[src/hdl/tbrf_pkg.sv]
// Shared types, codes and constants of the T=1 block receive framer.
package tbrf_pkg;

    // Milliseconds counted for each polled byte in the hunt phase.
    localparam int unsigned POLL_PERIOD_MS = 2;

    // Widths of the latched wait limit and the poll counter, and of the poll count in milliseconds.
    localparam int unsigned WAIT_W = 24;
    localparam int unsigned PROD_W = WAIT_W + $clog2(POLL_PERIOD_MS + 1);

    localparam logic [WAIT_W-1:0] POLL_MAX     = {WAIT_W{1'b1}};
    localparam logic [7:0]        NODE_ADDRESS = 8'h21;
    localparam logic [12:0]       MIN_CAPACITY = 13'd4;
    localparam logic [8:0]        HEADER_BASE  = 9'd2;

    // Configuration register indexes.
    typedef enum logic [1:0] {
        CFG_WAIT_TIME  = 2'd0,
        CFG_CHECK_MODE = 2'd1,
        CFG_CAPACITY   = 2'd2
    } cfg_index_t;

    // Epilogue types.
    typedef enum logic [1:0] {
        CHK_NONE = 2'd0,
        CHK_LRC  = 2'd1,
        CHK_CRC  = 2'd2
    } check_mode_t;

    // Request kinds.
    typedef enum logic {
        REQ_START = 1'b0,
        REQ_BYTE  = 1'b1
    } req_kind_t;

    // Result status codes.
    typedef enum logic [2:0] {
        ST_HUNTING    = 3'd0,
        ST_FRAME_BYTE = 3'd1,
        ST_COMPLETE   = 3'd2,
        ST_TIMEOUT    = 3'd3,
        ST_OVERFLOW   = 3'd4,
        ST_INVALID    = 3'd5,
        ST_STARTED    = 3'd6,
        ST_IGNORED    = 3'd7
    } status_t;

    // Receiver phases, one-hot.
    typedef enum logic [3:0] {
        PH_IDLE = 4'b0001,
        PH_HUNT = 4'b0010,
        PH_HEAD = 4'b0100,
        PH_BODY = 4'b1000
    } phase_t;

    // Number of checksum bytes for an epilogue type; unused codes have none.
    function automatic logic [8:0] check_bytes(input logic [1:0] mode);
        logic [8:0] n;
        case (mode)
            CHK_LRC: n = 9'd1;
            CHK_CRC: n = 9'd2;
            default: n = 9'd0;
        endcase
        return n;
    endfunction

endpackage

[src/hdl/tbrf_req_if.sv]
// Request channel: start or polled byte, with valid and ready.
interface tbrf_req_if;
    logic       valid;
    logic       ready;
    logic       req_type;
    logic [7:0] rx_byte;
    logic [7:0] wait_extension;

    modport source (output valid, output req_type, output rx_byte,
                    output wait_extension, input ready);
    modport sink (input valid, input req_type, input rx_byte,
                  input wait_extension, output ready);
endinterface

[src/hdl/tbrf_res_if.sv]
// Result channel: one result per request, with valid and ready.
interface tbrf_res_if;
    logic       valid;
    logic       ready;
    logic [2:0] status;
    logic [7:0] out_byte;
    logic [8:0] byte_index;
    logic [8:0] frame_length;
    logic       frame_end;

    modport source (output valid, output status, output out_byte,
                    output byte_index, output frame_length, output frame_end,
                    input ready);
    modport sink (input valid, input status, input out_byte,
                  input byte_index, input frame_length, input frame_end,
                  output ready);
endinterface

[src/hdl/tbrf_cfg_if.sv]
// Configuration write channel: register index and data, with valid and ready.
interface tbrf_cfg_if;
    logic        valid;
    logic        ready;
    logic [1:0]  index;
    logic [15:0] data;

    modport source (output valid, output index, output data, input ready);
    modport sink (input valid, input index, input data, output ready);
endinterface

[src/hdl/t1_block_receive_framer_core.sv]
// Top level of the T=1 block receive framer: request register, framing logic, result register.
// A request taken into the request register moves into the result register when that register is free or being emptied.
// Throughput: one request per cycle while results are taken; the request register refills while the result is taken.
// A stalled result stays in the result register while one more request waits behind it.
// Reset (rst_n, asynchronous, active low) empties both registers, sets the receiver idle
// and loads the configuration defaults: wait 1000 ms, LRC epilogue, capacity 264.
module t1_block_receive_framer_core
    import tbrf_pkg::*;
(
    input  logic      clk,
    input  logic      rst_n,
    tbrf_req_if.sink  req,
    tbrf_res_if.source res,
    tbrf_cfg_if.sink  cfg
);

    // Configuration registers.
    logic [15:0] wait_time_reg;
    logic [1:0]  check_mode_reg;
    logic [12:0] capacity_reg;

    // Request register.
    logic        in_valid_reg;
    logic        in_type_reg;
    logic [7:0]  in_byte_reg;
    logic [7:0]  in_ext_reg;

    // Receiver state.
    phase_t              phase_reg, phase_next;
    logic [WAIT_W-1:0]   wait_limit_reg, wait_limit_next;
    logic [WAIT_W-1:0]   poll_reg, poll_next;
    logic [8:0]          pos_reg, pos_next;
    logic [7:0]          info_reg, info_next;
    logic [8:0]          left_reg, left_next;

    // Result register.
    logic        out_valid_reg;
    status_t     status_reg, status_next;
    logic [7:0]  out_byte_reg, out_byte_next;
    logic [8:0]  index_reg, index_next;
    logic [8:0]  length_reg, length_next;
    logic        end_reg, end_next;

    // Intermediate values of the framing logic.
    logic [7:0]        ext_eff;
    logic [WAIT_W-1:0] poll_inc;
    logic [PROD_W-1:0] poll_ms;
    logic [8:0]        pos_inc;
    logic [8:0]        left_dec;
    logic [7:0]        info_new;
    logic [9:0]        total;

    logic fire;

    // A request is processed when the result register is free or being emptied.
    assign fire      = in_valid_reg && (!out_valid_reg || res.ready);
    assign req.ready = !in_valid_reg || fire;
    assign cfg.ready = 1'b1;

    assign res.valid        = out_valid_reg;
    assign res.status       = status_reg;
    assign res.out_byte     = out_byte_reg;
    assign res.byte_index   = index_reg;
    assign res.frame_length = length_reg;
    assign res.frame_end    = end_reg;

    // Configuration writes; indexes beyond the list are ignored.
    always_ff @(posedge clk or negedge rst_n)
    begin
        if (!rst_n)
        begin
            wait_time_reg  <= 16'd1000;
            check_mode_reg <= CHK_LRC;
            capacity_reg   <= 13'd264;
        end
        else if (cfg.valid && cfg.ready)
        begin
            case (cfg.index)
                CFG_WAIT_TIME:  wait_time_reg  <= cfg.data;
                CFG_CHECK_MODE: check_mode_reg <= cfg.data[1:0];
                CFG_CAPACITY:   capacity_reg   <= cfg.data[12:0];
                default:        ;
            endcase
        end
    end

    // Shared arithmetic on the present state and request.
    always_comb
    begin
        ext_eff  = (in_ext_reg == 8'd0) ? 8'd1 : in_ext_reg;
        poll_inc = (poll_reg < POLL_MAX) ? poll_reg + 1'b1 : poll_reg;
        poll_ms  = PROD_W'(poll_inc) * PROD_W'(POLL_PERIOD_MS);
        pos_inc  = pos_reg + 9'd1;
        left_dec = (left_reg != 9'd0) ? left_reg - 9'd1 : 9'd0;
        info_new = (pos_reg == 9'd2) ? in_byte_reg : info_reg;
        total    = {1'b0, pos_inc} + {2'b00, info_new};
    end

    // Framing logic: next state and the result for the request in hand.
    always_comb
    begin
        phase_next      = phase_reg;
        wait_limit_next = wait_limit_reg;
        poll_next       = poll_reg;
        pos_next        = pos_reg;
        info_next       = info_reg;
        left_next       = left_reg;
        status_next     = ST_IGNORED;
        out_byte_next   = 8'd0;
        index_next      = 9'd0;
        length_next     = 9'd0;
        end_next        = 1'b0;

        if (in_type_reg == REQ_START)
        begin
            if (capacity_reg < MIN_CAPACITY)
            begin
                phase_next  = PH_IDLE;
                status_next = ST_INVALID;
                end_next    = 1'b1;
            end
            else
            begin
                wait_limit_next = WAIT_W'(wait_time_reg) * WAIT_W'(ext_eff);
                poll_next       = '0;
                pos_next        = 9'd0;
                info_next       = 8'd0;
                left_next       = 9'd0;
                phase_next      = PH_HUNT;
                status_next     = ST_STARTED;
            end
        end
        else
        begin
            case (phase_reg)
                PH_IDLE:
                begin
                    status_next = ST_IGNORED;
                end
                PH_HUNT:
                begin
                    poll_next = poll_inc;
                    if (poll_ms >= PROD_W'(wait_limit_reg))
                    begin
                        phase_next  = PH_IDLE;
                        status_next = ST_TIMEOUT;
                        end_next    = 1'b1;
                    end
                    else if (in_byte_reg == NODE_ADDRESS)
                    begin
                        pos_next      = 9'd1;
                        left_next     = HEADER_BASE + check_bytes(check_mode_reg);
                        phase_next    = PH_HEAD;
                        status_next   = ST_FRAME_BYTE;
                        out_byte_next = in_byte_reg;
                    end
                    else
                    begin
                        status_next = ST_HUNTING;
                    end
                end
                PH_HEAD:
                begin
                    pos_next  = pos_inc;
                    left_next = left_dec;
                    info_next = info_new;
                    if (left_dec != 9'd0)
                    begin
                        status_next   = ST_FRAME_BYTE;
                        out_byte_next = in_byte_reg;
                        index_next    = pos_reg;
                    end
                    else if (13'(total) > capacity_reg)
                    begin
                        // The whole block, NAD included, would not fit.
                        phase_next  = PH_IDLE;
                        status_next = ST_OVERFLOW;
                        end_next    = 1'b1;
                    end
                    else if (info_new == 8'd0)
                    begin
                        // Empty information field: the header ends the block.
                        phase_next    = PH_IDLE;
                        status_next   = ST_COMPLETE;
                        out_byte_next = in_byte_reg;
                        index_next    = pos_reg;
                        length_next   = total[8:0];
                        end_next      = 1'b1;
                    end
                    else
                    begin
                        left_next     = {1'b0, info_new};
                        phase_next    = PH_BODY;
                        status_next   = ST_FRAME_BYTE;
                        out_byte_next = in_byte_reg;
                        index_next    = pos_reg;
                    end
                end
                PH_BODY:
                begin
                    pos_next      = pos_inc;
                    left_next     = left_dec;
                    out_byte_next = in_byte_reg;
                    index_next    = pos_reg;
                    if (left_dec == 9'd0)
                    begin
                        phase_next  = PH_IDLE;
                        status_next = ST_COMPLETE;
                        length_next = pos_inc;
                        end_next    = 1'b1;
                    end
                    else
                    begin
                        status_next = ST_FRAME_BYTE;
                    end
                end
                default:
                begin
                    phase_next  = PH_IDLE;
                    status_next = ST_IGNORED;
                end
            endcase
        end
    end

    // Request register: loads whenever a request is taken.
    always_ff @(posedge clk or negedge rst_n)
    begin
        if (!rst_n)
        begin
            in_valid_reg <= 1'b0;
        end
        else if (req.ready)
        begin
            in_valid_reg <= req.valid;
        end
    end

    always_ff @(posedge clk)
    begin
        if (req.valid && req.ready)
        begin
            in_type_reg <= req.req_type;
            in_byte_reg <= req.rx_byte;
            in_ext_reg  <= req.wait_extension;
        end
    end

    // Receiver state advances once per processed request.
    always_ff @(posedge clk or negedge rst_n)
    begin
        if (!rst_n)
        begin
            phase_reg      <= PH_IDLE;
            wait_limit_reg <= '0;
            poll_reg       <= '0;
            pos_reg        <= 9'd0;
            info_reg       <= 8'd0;
            left_reg       <= 9'd0;
        end
        else if (fire)
        begin
            phase_reg      <= phase_next;
            wait_limit_reg <= wait_limit_next;
            poll_reg       <= poll_next;
            pos_reg        <= pos_next;
            info_reg       <= info_next;
            left_reg       <= left_next;
        end
    end

    // Result register: holds until the sink takes it.
    always_ff @(posedge clk or negedge rst_n)
    begin
        if (!rst_n)
        begin
            out_valid_reg <= 1'b0;
        end
        else if (fire)
        begin
            out_valid_reg <= 1'b1;
        end
        else if (res.ready)
        begin
            out_valid_reg <= 1'b0;
        end
    end

    always_ff @(posedge clk)
    begin
        if (fire)
        begin
            status_reg   <= status_next;
            out_byte_reg <= out_byte_next;
            index_reg    <= index_next;
            length_reg   <= length_next;
            end_reg      <= end_next;
        end
    end

endmodule

[src/flat_wrapper.sv]
// flat-port wrapper written by rule: the top's interface ports become plain ports
module t1_block_receive_framer_core_flat import tbrf_pkg::*;
  (clk, rst_n, req_valid, req_req_type, req_rx_byte, req_wait_extension, req_ready, res_valid, res_status, res_out_byte, res_byte_index, res_frame_length, res_frame_end, res_ready, cfg_valid, cfg_index, cfg_data, cfg_ready);
  tbrf_req_if req_i ();
  tbrf_res_if res_i ();
  tbrf_cfg_if cfg_i ();
  input  logic clk;
  input  logic rst_n;
  input wire logic [$bits(req_i.valid)-1:0] req_valid;
  input wire logic [$bits(req_i.req_type)-1:0] req_req_type;
  input wire logic [$bits(req_i.rx_byte)-1:0] req_rx_byte;
  input wire logic [$bits(req_i.wait_extension)-1:0] req_wait_extension;
  output wire logic [$bits(req_i.ready)-1:0] req_ready;
  output wire logic [$bits(res_i.valid)-1:0] res_valid;
  output wire logic [$bits(res_i.status)-1:0] res_status;
  output wire logic [$bits(res_i.out_byte)-1:0] res_out_byte;
  output wire logic [$bits(res_i.byte_index)-1:0] res_byte_index;
  output wire logic [$bits(res_i.frame_length)-1:0] res_frame_length;
  output wire logic [$bits(res_i.frame_end)-1:0] res_frame_end;
  input wire logic [$bits(res_i.ready)-1:0] res_ready;
  input wire logic [$bits(cfg_i.valid)-1:0] cfg_valid;
  input wire logic [$bits(cfg_i.index)-1:0] cfg_index;
  input wire logic [$bits(cfg_i.data)-1:0] cfg_data;
  output wire logic [$bits(cfg_i.ready)-1:0] cfg_ready;
  assign req_i.valid = req_valid;
  assign req_i.req_type = req_req_type;
  assign req_i.rx_byte = req_rx_byte;
  assign req_i.wait_extension = req_wait_extension;
  assign req_ready = req_i.ready;
  assign res_valid = res_i.valid;
  assign res_status = res_i.status;
  assign res_out_byte = res_i.out_byte;
  assign res_byte_index = res_i.byte_index;
  assign res_frame_length = res_i.frame_length;
  assign res_frame_end = res_i.frame_end;
  assign res_i.ready = res_ready;
  assign cfg_i.valid = cfg_valid;
  assign cfg_i.index = cfg_index;
  assign cfg_i.data = cfg_data;
  assign cfg_ready = cfg_i.ready;
  t1_block_receive_framer_core u_core (.clk(clk), .rst_n(rst_n), .req(req_i), .res(res_i), .cfg(cfg_i));
endmodule
[config.mk]
export PLATFORM = sky130hd
export DESIGN_NAME = t1_block_receive_framer_core_flat
export DESIGN_NICKNAME = d
export VERILOG_FILES = /design/src/hdl/tbrf_pkg.sv /design/src/hdl/tbrf_req_if.sv /design/src/hdl/tbrf_res_if.sv /design/src/hdl/tbrf_cfg_if.sv /design/src/hdl/t1_block_receive_framer_core.sv /design/src/flat_wrapper.sv
export SDC_FILE = /design/constraint.sdc
export NUM_CORES = 1
export LEC_CHECK = 0
export BUFFER_PORTS_ARGS = -buffer_cell sky130_fd_sc_hd__buf_2
export CORE_MARGIN = 5
export CORE_UTILIZATION = 51
export DETAILED_ROUTE_END_ITERATION = 6
export PLACE_DENSITY = 0.69
export SETUP_SLACK_MARGIN = 0.1
export SYNTH_ARGS = -nofsm -noshare
export SYNTH_HDL_FRONTEND = slang
export SYNTH_SLANG_ARGS = --single-unit
[constraint.sdc]
create_clock -name clk -period 13.2 [get_ports clk]
set_input_delay 1.98 -clock clk [delete_from_list [all_inputs] [get_ports clk]]
set_output_delay 1.98 -clock clk [all_outputs]
set_load 0.02 [all_outputs]
==> reports/metrics.csv <==
stage,metric,value,unit
sta,FMAX,176,MHz
drt,vias per cell,5.59,
synthesis,Post-synth EDFFs,47,
global_routing,largest net degree at the start of global routing,58,
synthesis,Post-Syn Area,12700,sq um
final_layout,n_diodes,0,
die,Die Span X,168,um
pwr,Worst VDD drop,0.000146,V
global_routing,total grt overflow,0,
worst_setup_path,Reg-to-Reg End,u_core.wait_limit_reg[23]$_DFFE_PN0P_,
global_routing,GR Util met1,32.9,%
synthesis,post-synthesis mux area share,4.41,%
worst_setup_path,worst r2r src,u_core.in_ext_reg[6]$_DFFE_PP_,
synthesis,Synth Area in Simple Gates,19.1,%
worst_setup_path,CP Launch Type,flip-flop,
die,Die Y,168,um
die,die area,28200,sq um
global_routing,global routing usage on met2,32.1,%
sta,# setup viols final,0,
final_layout,layout overhead on the synthesized area,9.91,%
clock_network,"CTS clk-pin slew, worst paths",70,ps
sta,period utilization,43.0,%
sta,min Tclk post-route,5680,ps
final_layout,FILL cells,2148,
synthesis,Yosys cell types,90,
clock_network,total number of H-tree levels,4,
clock_network,worst skew pair latency,440,ps
clock_network,cts bufs inserted,17,
hold_path,Hold EP,u_core.wait_limit_reg[5]$_DFFE_PN0P_,
final_layout,area of the multi-input gates,7850,sq um
pwr,Clock Power Share,18.8,%
placement,Post-Place Cells,1659,
placement,GPL Wtd Cong,0.963,
sta,RSZ-0062 raised after global routing,no,
final_layout,layout cell share with drive strength beyond 1,15.0,%
global_routing,initial antenna violation count,0,
final_layout,fin nets,1567,
drt,drt first pass iters,5,
clock_network,clk sinks,158,
final_layout,post-route insts no fill,1691,
global_routing,GRT Overall Usage,21.6,%
sta,Slew HR,22.0,%
clock_network,clock tree root buffer cell,clkbuf_16,
die,Core Box Area,24500,sq um
synthesis,"Seq/Total Area, Yosys",33.0,%
worst_setup_path,R2R cell count,16,
pwr,Comb power frac,56.8,%
drt,Final ANT Viol Nets,0,
hold_path,Worst Hold Path Cells,2,
final_layout,Seq. cell area,4200,sq um
global_routing,gr busiest metal,met1,
die,Row Count,57,
global_routing,GR met3 Demand/Resource,3.92,%
drt,DR WL/cell,17.5,um
worst_setup_path,crit-path max FO,17,
placement,dpl ws,7570,ps
hold_path,Worst Hold Class,flip-flop to flip-flop,
worst_setup_path,R2R Setup Slk,7520,ps
synthesis,Yosys warnings,0,
sta,Final Worst Setup Slack,7520,ps
sta,Worst Skew,12.3,ps
pwr,Seq pwr share,24.4,%
flow_run,number of max-cap violations,0,
synthesis,XOR/XNOR share of the synthesized area,3.86,%
synthesis,gate count of the mapped netlist,1296,
sta,hold_ws,483,ps
synthesis,post-synthesis compound-gate area fraction,12.3,%
synthesis,syn_area_per_cell,9.81,sq um
sta,Final TNS setup,0,ps
pwr,Psw,0.00117,W
pwr,P_int,0.00153,W
status,outcome,"complete, no violations",
synthesis,"Async S/R FF share, synth",70.3,%
clock_network,setup bufs post-CTS,0,
global_routing,first-pass GRT wire length,49.7,mm
drt,WL final,29.5,mm
hold_path,HP Start,u_core.wait_limit_reg[5]$_DFFE_PN0P_,
synthesis,largest family of logic cells by synthesized area,adder cells,
sta,final hold violations,0,
die,IO Count,73,
clock_network,post-CTS sizing,0,
synthesis,adder and majority gate portion of the synthesized area,22.0,%
placement,DP HPWL,22.2,mm
drt,DRC,0,
synthesis,synthesized flop and latch total,158,
drt,1st-iter DRT viols,636,
clock_network,CTS Hold Bufs,0,
sta,Slew Limit Fails,0,
worst_setup_path,crit path kind,flip-flop to flip-flop,
placement,I/O Buffers,71,
clock_network,Clock Path Buffers,2,
synthesis,Most used DFF post-synth,dfrtp_1,
pwr,pwr/cell area,194,nW/um^2
pwr,P_leak,6.65,nW
worst_setup_path,CP Capture Type,flip-flop,
pwr,Sw Share,43.3,%
worst_setup_path,Critical Path RT,13490,ps
drt,vias,9448,
worst_setup_path,"Data arrival, critical path",5970,ps
synthesis,post-synth net total,1509,
clock_network,CTS tree,done,
global_routing,vias in the first global route,9546,
die,Initial Utilization,52.0,%
sta,measured slew at the worst slew-check pin,1170,ps
[per-layer routing]
metal	part of all wire (%)	wire, um
met1	50	14700
met2	43	12800
met3	5.4	1580
met4	1.2	355
met5	0	0
[critical path, stage by stage, from the launching register on]
cell	delay (ps)
edfxtp_1	710
nor3_1	120
a21oi_1	940
nand2b_1	220
fa_1	430
fa_1	470
fa_1	540
inv_1	40
ha_1	340
o21a_1	190
o31a_1	130
o41ai_1	500
o211ai_1	210
o21ai_0	280
o21ai_0	160
xnor2_1	150
o21ai_0	80
[cells in the mapped netlist (11+ instances only)]
cell type / n / area [sq um]
a21o_1: 16 / 120
nor2_1: 48 / 180
ha_1: 88 / 1100
a21oi_1: 44 / 220
and3_1: 12 / 75.1
nand3_1: 43 / 215
nand2b_1: 11 / 68.8
dfrtp_1: 101 / 2530
o31ai_1: 22 / 165
xor2_1: 31 / 272
and2_1: 90 / 563
xnor2_1: 25 / 219
mux2_2: 38 / 428
o21ai_0: 72 / 360
nor2b_1: 19 / 119
inv_1: 130 / 488
nor3_1: 16 / 80.1
clkbuf_1: 29 / 109
edfxtp_1: 47 / 1410
fa_1: 85 / 1700
nand2_1: 151 / 567
[layout by cell type (no fill, tap or decap), drive strengths merged, types with 5 or more instances in the layout]
cell type	Yosys	routed
xor2	31	31
o211ai	7	7
or4	6	6
mux2	40	40
and3	15	15
xnor2	25	25
a21oi	45	45
nand2b	11	11
dfrtp	101	101
nor4	15	15
nand4	9	9
o21a	11	11
nand2	154	154
buf	10	79
dfstp	10	10
and2	92	92
nand3	43	43
nor2b	19	19
nor2	48	48
nand3b	6	6
a31oi	10	10
o31ai	23	23
a211oi	5	5
o21ai	84	84
clkinv	0	7
ha	88	88
inv	130	137
mux2i	9	9
nor3	16	16
edfxtp	47	47
clkbuf	30	17
fa	85	85
a21o	16	16
[worst max-delay path by stage]
stage,from,end,slack [ps],cells after the start
2_1_floorplan,u_core.in_ext_reg[4]$_DFFE_PP_,u_core.wait_limit_reg[22]$_DFFE_PN0P_,8330,17
3_3_place_gp,u_core.in_ext_reg[6]$_DFFE_PP_,u_core.wait_limit_reg[23]$_DFFE_PN0P_,7670,16
3_5_place_dp,u_core.in_ext_reg[6]$_DFFE_PP_,u_core.wait_limit_reg[23]$_DFFE_PN0P_,7570,16
4_1_cts,u_core.in_ext_reg[6]$_DFFE_PP_,u_core.wait_limit_reg[23]$_DFFE_PN0P_,7560,16
5_1_grt,u_core.in_ext_reg[3]$_DFFE_PP_,u_core.wait_limit_reg[23]$_DFFE_PN0P_,7010,16
6_report,u_core.in_ext_reg[6]$_DFFE_PP_,u_core.wait_limit_reg[23]$_DFFE_PN0P_,7520,16
[kinds of logic (layout without fill, tap and decap cells)]
logic type | count (synthesis) | in the layout
DFF | 158 | 158
other | 1 | 1
buffers and inverters | 170 | 241
xor gates and xnor gates | 56 | 56
muxes | 49 | 49
AOI/OAI and AO/OA | 236 | 236
and+or+nand+nor | 453 | 453
adders and majority gates | 173 | 173
[power groups by stage]
stage	Combinational, W	Clock [W]	Sequential, W
after floorplan	0.00122	0	0.000646
after global placement	0.00150	0	0.000667
after detailed placement	0.00152	0	0.000670
after CTS	0.00154	0.000518	0.000660
after global routing	0.00178	0.000540	0.000672
final	0.00154	0.000508	0.000661
[through the flow]
stage,power [W],util [%],area (sq um)
finish,0.00271,57.1,14000
global route,0.00299,57.1,14000
CTS,0.00272,57.1,14000
detailed placement,0.00220,54.6,13400
global placement,0.00217,54.6,13400
floorplan,0.00187,-,12700
[final cells by class]
class                   count  area share (%)
multi-input cells         968            56.2
flip-flops and latches    158            30.1
inverters                 130            3.49
clock buffers              17            3.04
repair buffers             79            2.99
well taps                 324            2.90
clock inverters            15            1.34
(Power assumes the default switching activity.)
